**src/hdl/rpa_pkg.sv**
```systemverilog
package rpa_pkg;

   localparam int COORD_BITS_DEF = 32;
   localparam int DATA_W         = 32;
   localparam int REQ_DATA_W     = 7 * DATA_W;
   localparam int RSP_DATA_W     = 3 * DATA_W;
   localparam logic [31:0] SPEED_RESET = 32'd65536;
   localparam logic [31:0] RANGE_RESET = 32'd6553600;

   localparam logic [1:0] REQ_SPAWN = 2'd0;
   localparam logic [1:0] REQ_TICK  = 2'd1;
   localparam logic [1:0] REQ_CLEAR = 2'd2;

   localparam logic CSR_SPEED = 1'b0;
   localparam logic CSR_RANGE = 1'b1;

   localparam logic [4:0] ROOT_LAST = 5'd31;
   localparam logic [4:0] DIV_LAST  = 5'd30;
   localparam logic [1:0] AXIS_LAST = 2'd2;

   typedef enum logic [3:0] {
      ST_IDLE, ST_DISPATCH, ST_NORM, ST_SQ_MUL, ST_SQ_ACC, ST_ROOT, ST_DIV_INIT,
      ST_DIV, ST_DIV_STORE, ST_START, ST_T_MUL, ST_T_ADV, ST_P_MUL, ST_P_ADD,
      ST_T_END, ST_RESP
   } state_type;

   typedef enum logic [3:0] {
      CMD_NONE, CMD_LOAD, CMD_NORM, CMD_MUL, CMD_ACC, CMD_ROOT, CMD_DIV_INIT,
      CMD_DIV_STEP, CMD_DIV_STORE, CMD_START, CMD_ADVANCE, CMD_POS, CMD_ARRIVE
   } cmd_op_type;

   typedef enum logic [1:0] {MUL_SQ, MUL_STEP, MUL_POS} mul_sel_type;

   typedef struct packed {
      cmd_op_type  op;
      mul_sel_type sel;
      logic [1:0]  axis;
   } cmd_type;

   typedef struct packed {
      logic [1:0] kind;
      logic       spawn_ok;
      logic       norm_done;
      logic       tick_go;
   } status_type;

endpackage

```
**src/hdl/rpa_ctrl.sv**
```systemverilog
module rpa_ctrl (
   input  logic                clock,
   input  logic                reset,
   input  logic                req_tvalid,
   output logic                req_tready,
   output logic                rsp_tvalid,
   input  logic                rsp_tready,
   input  rpa_pkg::status_type status,
   output rpa_pkg::cmd_type    cmd
);
   import rpa_pkg::*;

   state_type  state_ff, state_in;
   logic [1:0] axis_ff, axis_in;
   logic [4:0] cnt_ff, cnt_in;

   always_ff @(posedge clock) begin
      if (reset) begin
         state_ff <= ST_IDLE;
         axis_ff  <= 2'd0;
         cnt_ff   <= 5'd0;
      end else begin
         state_ff <= state_in;
         axis_ff  <= axis_in;
         cnt_ff   <= cnt_in;
      end
   end

   always_comb begin
      state_in = state_ff;
      axis_in  = axis_ff;
      cnt_in   = cnt_ff;
      case (state_ff)
         ST_IDLE: begin
            if (req_tvalid) state_in = ST_DISPATCH;
         end
         ST_DISPATCH: begin
            axis_in = 2'd0;
            cnt_in  = 5'd0;
            case (status.kind)
               REQ_SPAWN: state_in = status.spawn_ok ? ST_NORM : ST_RESP;
               REQ_TICK:  state_in = status.tick_go ? ST_T_MUL : ST_RESP;
               default:   state_in = ST_RESP;
            endcase
         end
         ST_NORM: begin
            if (status.norm_done) state_in = ST_SQ_MUL;
         end
         ST_SQ_MUL: state_in = ST_SQ_ACC;
         ST_SQ_ACC: begin
            if (axis_ff == AXIS_LAST) begin
               state_in = ST_ROOT;
               axis_in  = 2'd0;
            end else begin
               state_in = ST_SQ_MUL;
               axis_in  = axis_ff + 2'd1;
            end
         end
         ST_ROOT: begin
            cnt_in = cnt_ff + 5'd1;
            if (cnt_ff == ROOT_LAST) begin
               state_in = ST_DIV_INIT;
               cnt_in   = 5'd0;
            end
         end
         ST_DIV_INIT: state_in = ST_DIV;
         ST_DIV: begin
            cnt_in = cnt_ff + 5'd1;
            if (cnt_ff == DIV_LAST) begin
               state_in = ST_DIV_STORE;
               cnt_in   = 5'd0;
            end
         end
         ST_DIV_STORE: begin
            if (axis_ff == AXIS_LAST) begin
               state_in = ST_START;
            end else begin
               state_in = ST_DIV_INIT;
               axis_in  = axis_ff + 2'd1;
            end
         end
         ST_START: state_in = ST_RESP;
         ST_T_MUL: state_in = ST_T_ADV;
         ST_T_ADV: state_in = ST_P_MUL;
         ST_P_MUL: state_in = ST_P_ADD;
         ST_P_ADD: begin
            if (axis_ff == AXIS_LAST) begin
               state_in = ST_T_END;
            end else begin
               state_in = ST_P_MUL;
               axis_in  = axis_ff + 2'd1;
            end
         end
         ST_T_END: state_in = ST_RESP;
         ST_RESP: begin
            if (rsp_tready) state_in = ST_IDLE;
         end
         default: state_in = ST_IDLE;
      endcase
   end

   always_comb begin
      req_tready = 1'b0;
      rsp_tvalid = 1'b0;
      cmd.op     = CMD_NONE;
      cmd.sel    = MUL_SQ;
      cmd.axis   = axis_ff;
      case (state_ff)
         ST_IDLE: begin
            req_tready = 1'b1;
            if (req_tvalid) cmd.op = CMD_LOAD;
         end
         ST_NORM:      if (!status.norm_done) cmd.op = CMD_NORM;
         ST_SQ_MUL:    cmd.op = CMD_MUL;
         ST_SQ_ACC:    cmd.op = CMD_ACC;
         ST_ROOT:      cmd.op = CMD_ROOT;
         ST_DIV_INIT:  cmd.op = CMD_DIV_INIT;
         ST_DIV:       cmd.op = CMD_DIV_STEP;
         ST_DIV_STORE: cmd.op = CMD_DIV_STORE;
         ST_START:     cmd.op = CMD_START;
         ST_T_MUL: begin
            cmd.op  = CMD_MUL;
            cmd.sel = MUL_STEP;
         end
         ST_T_ADV:     cmd.op = CMD_ADVANCE;
         ST_P_MUL: begin
            cmd.op  = CMD_MUL;
            cmd.sel = MUL_POS;
         end
         ST_P_ADD:     cmd.op = CMD_POS;
         ST_T_END:     cmd.op = CMD_ARRIVE;
         ST_RESP:      rsp_tvalid = 1'b1;
         default:      cmd.op = CMD_NONE;
      endcase
   end

endmodule

```
**src/hdl/rpa_dp.sv**
```systemverilog
module rpa_dp #(
   parameter int COORD_BITS = rpa_pkg::COORD_BITS_DEF
) (
   input  logic                            clock,
   input  logic                            reset,
   input  rpa_pkg::cmd_type                cmd,
   output rpa_pkg::status_type             status,
   input  logic [rpa_pkg::REQ_DATA_W-1:0]  req_data,
   input  logic [1:0]                      req_kind,
   input  logic                            csr_we,
   input  logic                            csr_index,
   input  logic [31:0]                     csr_data,
   output logic [rpa_pkg::RSP_DATA_W-1:0]  pos_data,
   output logic                            flag,
   output logic                            active
);
   import rpa_pkg::*;

   localparam int SAT_W = (COORD_BITS < 32) ? COORD_BITS : 32;
   localparam logic signed [33:0] SAT_HI = (34'sd1 <<< (SAT_W - 1)) - 34'sd1;
   localparam logic signed [33:0] SAT_LO = -SAT_HI - 34'sd1;
   localparam logic [31:0] NORM_LIMIT = 32'h4000_0000;

   function automatic logic signed [31:0] sat_c(input logic signed [33:0] v);
      logic signed [33:0] r;
      r = v;
      if (v > SAT_HI) r = SAT_HI;
      if (v < SAT_LO) r = SAT_LO;
      return r[31:0];
   endfunction

   logic [31:0] speed_ff, range_ff;
   logic signed [31:0] org_ff [3];
   logic [31:0] mag_ff [3];
   logic        neg_ff [3];
   logic [31:0] step_ff;
   logic [1:0]  kind_ff;
   logic signed [31:0] start_ff [3];
   logic signed [31:0] unit_ff [3];
   logic signed [31:0] cur_ff [3];
   logic [31:0] dist_ff;
   logic        moving_ff, flag_ff;
   logic [63:0] prod_ff, acc_ff;
   logic [34:0] rem_ff;
   logic [31:0] root_ff;
   logic [30:0] quot_ff;
   logic        dbit_ff;

   logic [31:0] mul_a, mul_b, u_raw, unit_abs;
   logic [63:0] mul_p;
   logic [34:0] rem_sh, trial;
   logic        root_ge;
   logic [33:0] dv_t;
   logic        dv_ge;
   logic [47:0] requested;
   logic [31:0] remaining, adv;
   logic signed [33:0] base, off, pos_sum;

   assign u_raw    = unit_ff[cmd.axis];
   assign unit_abs = u_raw[31] ? (~u_raw + 32'd1) : u_raw;

   always_comb begin
      case (cmd.sel)
         MUL_SQ: begin
            mul_a = mag_ff[cmd.axis];
            mul_b = mag_ff[cmd.axis];
         end
         MUL_STEP: begin
            mul_a = speed_ff;
            mul_b = step_ff;
         end
         MUL_POS: begin
            mul_a = unit_abs;
            mul_b = dist_ff;
         end
         default: begin
            mul_a = 32'd0;
            mul_b = 32'd0;
         end
      endcase
   end
   assign mul_p = mul_a * mul_b;

   // one root digit per step, two radicand bits brought in
   assign rem_sh  = {rem_ff[32:0], acc_ff[63:62]};
   assign trial   = {1'b0, root_ff, 2'b01};
   assign root_ge = rem_sh >= trial;

   // one quotient bit per step
   assign dv_t  = {rem_ff[32:0], dbit_ff};
   assign dv_ge = dv_t >= {2'b00, root_ff};

   assign requested = prod_ff[63:16];
   assign remaining = (range_ff > dist_ff) ? (range_ff - dist_ff) : 32'd0;
   assign adv = (requested < {16'd0, remaining}) ? requested[31:0] : remaining;

   assign base    = 34'(start_ff[cmd.axis]);
   assign off     = {1'b0, prod_ff[62:30]};
   assign pos_sum = u_raw[31] ? (base - off) : (base + off);

   assign status.kind      = kind_ff;
   assign status.spawn_ok  = ((mag_ff[0] | mag_ff[1] | mag_ff[2]) != 32'd0)
                             && (speed_ff != 32'd0) && (range_ff != 32'd0);
   assign status.norm_done = (mag_ff[0] > NORM_LIMIT) || (mag_ff[1] > NORM_LIMIT)
                             || (mag_ff[2] > NORM_LIMIT);
   assign status.tick_go   = moving_ff && (step_ff != 32'd0);

   assign pos_data = {cur_ff[2], cur_ff[1], cur_ff[0]};
   assign flag     = flag_ff;
   assign active   = moving_ff;

   always_ff @(posedge clock) begin
      if (reset) begin
         speed_ff  <= SPEED_RESET;
         range_ff  <= RANGE_RESET;
         dist_ff   <= 32'd0;
         moving_ff <= 1'b0;
         flag_ff   <= 1'b0;
         for (int i = 0; i < 3; i++) begin
            start_ff[i] <= '0;
            unit_ff[i]  <= '0;
            cur_ff[i]   <= '0;
         end
      end else begin
         if (csr_we) begin
            case (csr_index)
               CSR_SPEED: speed_ff <= csr_data;
               CSR_RANGE: range_ff <= csr_data;
               default:   speed_ff <= speed_ff;
            endcase
         end
         case (cmd.op)
            CMD_LOAD: begin
               for (int i = 0; i < 3; i++) begin
                  org_ff[i] <= req_data[i*32 +: 32];
                  mag_ff[i] <= req_data[96 + i*32 + 31]
                               ? (~req_data[96 + i*32 +: 32] + 32'd1)
                               : req_data[96 + i*32 +: 32];
                  neg_ff[i] <= req_data[96 + i*32 + 31];
               end
               step_ff <= req_data[192 +: 32];
               kind_ff <= req_kind;
               flag_ff <= 1'b0;
               acc_ff  <= 64'd0;
               rem_ff  <= 35'd0;
               root_ff <= 32'd0;
               if (req_kind == REQ_SPAWN || req_kind == REQ_CLEAR) begin
                  dist_ff   <= 32'd0;
                  moving_ff <= 1'b0;
                  for (int i = 0; i < 3; i++) begin
                     start_ff[i] <= '0;
                     unit_ff[i]  <= '0;
                     cur_ff[i]   <= '0;
                  end
               end
            end
            CMD_NORM: begin
               for (int i = 0; i < 3; i++) mag_ff[i] <= {mag_ff[i][30:0], 1'b0};
            end
            CMD_MUL: prod_ff <= mul_p;
            CMD_ACC: acc_ff <= acc_ff + prod_ff;
            CMD_ROOT: begin
               acc_ff <= {acc_ff[61:0], 2'b00};
               if (root_ge) begin
                  rem_ff  <= rem_sh - trial;
                  root_ff <= {root_ff[30:0], 1'b1};
               end else begin
                  rem_ff  <= rem_sh;
                  root_ff <= {root_ff[30:0], 1'b0};
               end
            end
            CMD_DIV_INIT: begin
               rem_ff  <= {4'd0, mag_ff[cmd.axis][31:1]};
               dbit_ff <= mag_ff[cmd.axis][0];
               quot_ff <= 31'd0;
            end
            CMD_DIV_STEP: begin
               dbit_ff <= 1'b0;
               quot_ff <= {quot_ff[29:0], dv_ge};
               if (dv_ge) rem_ff <= {1'b0, dv_t - {2'b00, root_ff}};
               else       rem_ff <= {1'b0, dv_t};
            end
            CMD_DIV_STORE: begin
               unit_ff[cmd.axis] <= neg_ff[cmd.axis] ? -$signed({1'b0, quot_ff})
                                                     : $signed({1'b0, quot_ff});
            end
            CMD_START: begin
               for (int i = 0; i < 3; i++) begin
                  start_ff[i] <= sat_c(34'(org_ff[i]));
                  cur_ff[i]   <= sat_c(34'(org_ff[i]));
               end
               moving_ff <= 1'b1;
               flag_ff   <= 1'b1;
            end
            CMD_ADVANCE: dist_ff <= dist_ff + adv;
            CMD_POS: cur_ff[cmd.axis] <= sat_c(pos_sum);
            CMD_ARRIVE: begin
               if (dist_ff >= range_ff) begin
                  moving_ff <= 1'b0;
                  flag_ff   <= 1'b1;
               end
            end
            default: flag_ff <= flag_ff;
         endcase
      end
   end

endmodule

```
**src/hdl/ray_point_advance_clamped_unit.sv**
```systemverilog
// Steps: a spawn normalizes the aim, squares and sums it, takes the root and
//    runs three divisions; a tick forms four products on one multiplier; clear
//    and rejected items go straight from dispatch to the response.
// Throughput: one item at a time; the next is taken the cycle after the response beat.
// Reset: synchronous, active high; restores speed 1.0 and range 100.0 and
//    clears the motion state.
module ray_point_advance_clamped_unit #(
   parameter int COORD_BITS = rpa_pkg::COORD_BITS_DEF
) (
   input  logic                            clock,
   input  logic                            reset,
   input  logic                            req_tvalid,
   output logic                            req_tready,
   // origin_x, origin_y, origin_z, aim_x, aim_y, aim_z, step_time
   input  logic [rpa_pkg::REQ_DATA_W-1:0]  req_tdata,
   // req_type
   input  logic [1:0]                      req_tuser,
   output logic                            rsp_tvalid,
   input  logic                            rsp_tready,
   // pos_x, pos_y, pos_z
   output logic [rpa_pkg::RSP_DATA_W-1:0]  rsp_tdata,
   // flag, is_active
   output logic [1:0]                      rsp_tuser,
   input  logic                            csr_valid,
   output logic                            csr_ready,
   input  logic                            csr_index,
   input  logic [31:0]                     csr_data
);
   import rpa_pkg::*;

   cmd_type    cmd;
   status_type status;
   logic       flag, active;

   // registers take a write on any cycle; the user writes them only while idle, unenforced
   assign csr_ready = 1'b1;
   assign rsp_tuser = {active, flag};

   // sequencer: accepts a beat, walks the datapath, holds the response
   rpa_ctrl u_ctrl (
      .clock      (clock),
      .reset      (reset),
      .req_tvalid (req_tvalid),
      .req_tready (req_tready),
      .rsp_tvalid (rsp_tvalid),
      .rsp_tready (rsp_tready),
      .status     (status),
      .cmd        (cmd)
   );

   // state, shared multiplier, root and divide steps; the position registers
   // drive the response beat directly and hold while it waits
   rpa_dp #(.COORD_BITS(COORD_BITS)) u_dp (
      .clock     (clock),
      .reset     (reset),
      .cmd       (cmd),
      .status    (status),
      .req_data  (req_tdata),
      .req_kind  (req_tuser),
      .csr_we    (csr_valid),
      .csr_index (csr_index),
      .csr_data  (csr_data),
      .pos_data  (rsp_tdata),
      .flag      (flag),
      .active    (active)
   );

endmodule

```
**config.mk**
```make
export PLATFORM = sky130hd
export DESIGN_NAME = ray_point_advance_clamped_unit
export DESIGN_NICKNAME = d
export VERILOG_FILES = /design/src/hdl/rpa_pkg.sv /design/src/hdl/rpa_ctrl.sv /design/src/hdl/rpa_dp.sv /design/src/hdl/ray_point_advance_clamped_unit.sv
export SDC_FILE = /design/constraint.sdc
export NUM_CORES = 2
export LEC_CHECK = 0
export BUFFER_PORTS_ARGS = -buffer_cell sky130_fd_sc_hd__clkbuf_2
export CAP_MARGIN = 20
export CORE_ASPECT_RATIO = 0.7
export CORE_MARGIN = 4
export CORE_UTILIZATION = 36
export DETAILED_ROUTE_END_ITERATION = 7
export GPL_ROUTABILITY_DRIVEN = 0
export PLACE_DENSITY = 0.48
export SLEW_MARGIN = 20
export SYNTH_ARGS = -nofsm -noshare
export SYNTH_HDL_FRONTEND = slang
export SYNTH_HIERARCHICAL = 1
export SYNTH_SLANG_ARGS = --single-unit
```
**constraint.sdc**
```tcl
create_clock -name clock -period 14.1 [get_ports clock]
set_input_delay 0.705 -clock clock [delete_from_list [all_inputs] [get_ports clock]]
set_output_delay 0.705 -clock clock [all_outputs]
set_load 0.005 [all_outputs]
```
==> results.toml <==
[detailed_routing]
wirelength_um = 326000
antenna_left = 0
viasPerCell = 5.49
vias = 68700
remaining_drc_errors = 0
dr.pass1.iters = 7
wire_per_inst_um = 26.0
detail_route.iter0.violations = 7376

[logic_synthesis]
synth_seq_cells = 883
netlist_area_sq_um = 85000
synth.most_common_cell = "inv_1"
synth_top_area_share = 0.273
syn-num-nets = 10700
synth_edf_count = 774
seq_area_frac_synth = 0.299
syn-instance-count = 9032
synth_top_area_cell = "edfxtp_1"
ys.flop_type = "edfxtp_1"
synth_cell_type_count = 91
syn_avg_cell_area_sq_um = 9.41
netlist_top_cells_area = "edfxtp_1, fa_1, ha_1"
synth_warnings = 6
synth_common_cells = "inv_1, nor2_1, nand2_1"
async_reset_ff_frac = 0

[worst_hold_path]
holdCritStartpoint = "req_tdata[38]"
hp-class = "input pin to flop"

[critical_path]
crit_path_start = "u_ctrl/axis_ff[0]"
crit_fanout = 71
cp-end-kind = "flop"
required_ps = 14540
crit_type = "flop to flop"
cpPeakStageDelay_ps = 860
r2r-start = "u_ctrl/axis_ff[0]"
cp.arrival_ps = 13000
start_kind = "flop"
slowest_stage = "dfxtp_4"

[floorplanning]
die_y_um = 415
die_area_sq_um = 244000
fp-row-count = 148
die_w_um = 589
initial_utilization = 0.364
coreArea_sq_um = 234000
io_pins = 365

[global_routing]
grt_first_pass_wirelength_um = 471000
grt_antenna_before_repair = 17
grt_max_degree = 107
grt_pass1_vias = 66100
grt_use_total = 0.260
grt_remaining_overflow = 0

[sta]
fin_tns_setup_ps = 0
period_minus_slack_ps = 12560
slew_headroom = 0.160
post-route-period-util = 0.891
worst-slew-pin-transition_ps = 1260
fmax_ghz = 0.0796
hold_viol = 0
setup_violations = 0
finalMaxSlewViolations = 0
fin_skew_ps = 56.5
grt_setup_unrepaired = "no"

[cells_and_area]
finalNetCount = 11000
syn_to_final_growth_pct = 10.9
layoutNonFillerInstCount = 12500
final_area_sq_um = 94200
post-route-util = 0.403
final_layout_size_suffix_gt1_frac = 0.0927

[clock_tree]
htreeDepth = 3
cts-buffers-inserted = 88
cts_hold_buffers = 0
tritoncts = "done"
ctsRootBufferMaster = "clkbuf_16"
clkTransAtPathRegs_ps = 70
postCtsSetupBuffers = 0
clock_latency_ps = 730
clock_sink_count = 883
clockBufferDepth = 3
cts_resized = 0

[placement]
place_area_sq_um = 91300
dp.cells = 12300
io_buffers = 363
dpl.hpwl_um = 258000

[flow_run]
drv_cap = 0

[run_status]
status = "finished clean"
==> layout make-up <==
cell class              instances  area [sq um]
flip-flops and latches        883         25400
clock buffers                 111          2360
repair buffers                569          3410
well taps                    3150          3940
multi-input cells            6513         54000
inverters                    1219          4580
fillers                     23400        139000
diodes                         13          32.5
clock inverters                53           512
==> kinds of logic after synthesis <==
logic type | after synthesis | synth area share
and+or+nand+nor | 2763 | 0.141
other | 1 | 0.0000441
DFF | 883 | 0.299
muxes | 124 | 0.0192
xor gates and xnor gates | 430 | 0.0445
adders and majority gates | 1432 | 0.290
buffers and inverters | 1636 | 0.0730
AOI/OAI and AO/OA | 1763 | 0.133
==> path summary, 6_finish.rpt <==
check             slack (ps)                  to  cells after the start
setup / recovery        1540    u_dp/prod_ff[62]                     37
hold reg to reg          480    u_ctrl/cnt_ff[4]                      2
hold / removal           170  u_dp/org_ff[0][38]                      1
setup reg to reg        1540    u_dp/prod_ff[62]                     37
==> layout by cell type, fill, tap and decap left out, types with 30 or more instances in the layout <==
cell type  synthesis  routed
xor2_1           196     196
nor4_1            70      68
o22a_1            32      32
nand3_1           57      57
mux2i_1           90      90
nand2_1         1008     999
nor2_1          1096    1091
clkbuf_16          0      90
o21ai_0          267     266
clkbuf_2           0     362
o21a_1            36      35
a211oi_1          32      31
and2_1           156     156
o221ai_1          30      30
o21bai_1         140     140
buf_4              5     202
a31oi_1           43      42
nor3_1            67      62
o22ai_1           66      36
a21oi_1          626     604
nor2b_1           54      52
fa_1             901     901
o31ai_1           51      50
a22o_1            62      62
nand2b_1          54      53
mux4_2            31      31
xnor2_1          233     233
edfxtp_1         774     774
nand4_1           58      58
dfxtp_1          109     107
ha_1             531     531
a21o_1           181     181
inv_1           1218    1217
==> critical path, delay by kind of cell, from the launching register on <==
family	cells	cell delay (ps)
buf+inv	8	1130
fa+ha+maj	9	3940
simple gates	6	1040
xor+xnor	1	90
compound gates	12	4630
mux	1	490
flops	1	860
==> routing by layer <==
| layer | track usage | wire length, um | vias to the layer above |
|---|---|---|---|
| met4 | 0.0624 | 8950 | 0 |
| met1 | 0.404 | 155000 | 34700 |
| met2 | 0.351 | 128000 | 3017 |
| li1 | - | - | 30700 |
| met5 | 0 | 0 | - |
| met3 | 0.0731 | 33700 | 362 |
==> metrics by stage <==
stage | setup slack, ps | hold WS [ps]
finish | 1540 | 170
global route | 1080 | 129
CTS | 1750 | 109
detailed placement | 1790 | 469
global placement | 1990 | 465
floorplan | 3690 | 447
==> flip-flops by register name (all words and copies together) (netlist names), 33 cells and up <==
| register | flops |
|---|---|
| u_dp/acc_ff | 64 |
| u_dp/cur_ff | 96 |
| u_dp/mag_ff | 96 |
| u_dp/org_ff | 96 |
| u_dp/prod_ff | 64 |
| u_dp/rem_ff | 33 |
| u_dp/start_ff | 96 |
| u_dp/unit_ff | 128 |
Power is left out: the tool's default activity adds up to more than one toggle a clock period on the data nets, which glitch-free logic cannot reach.
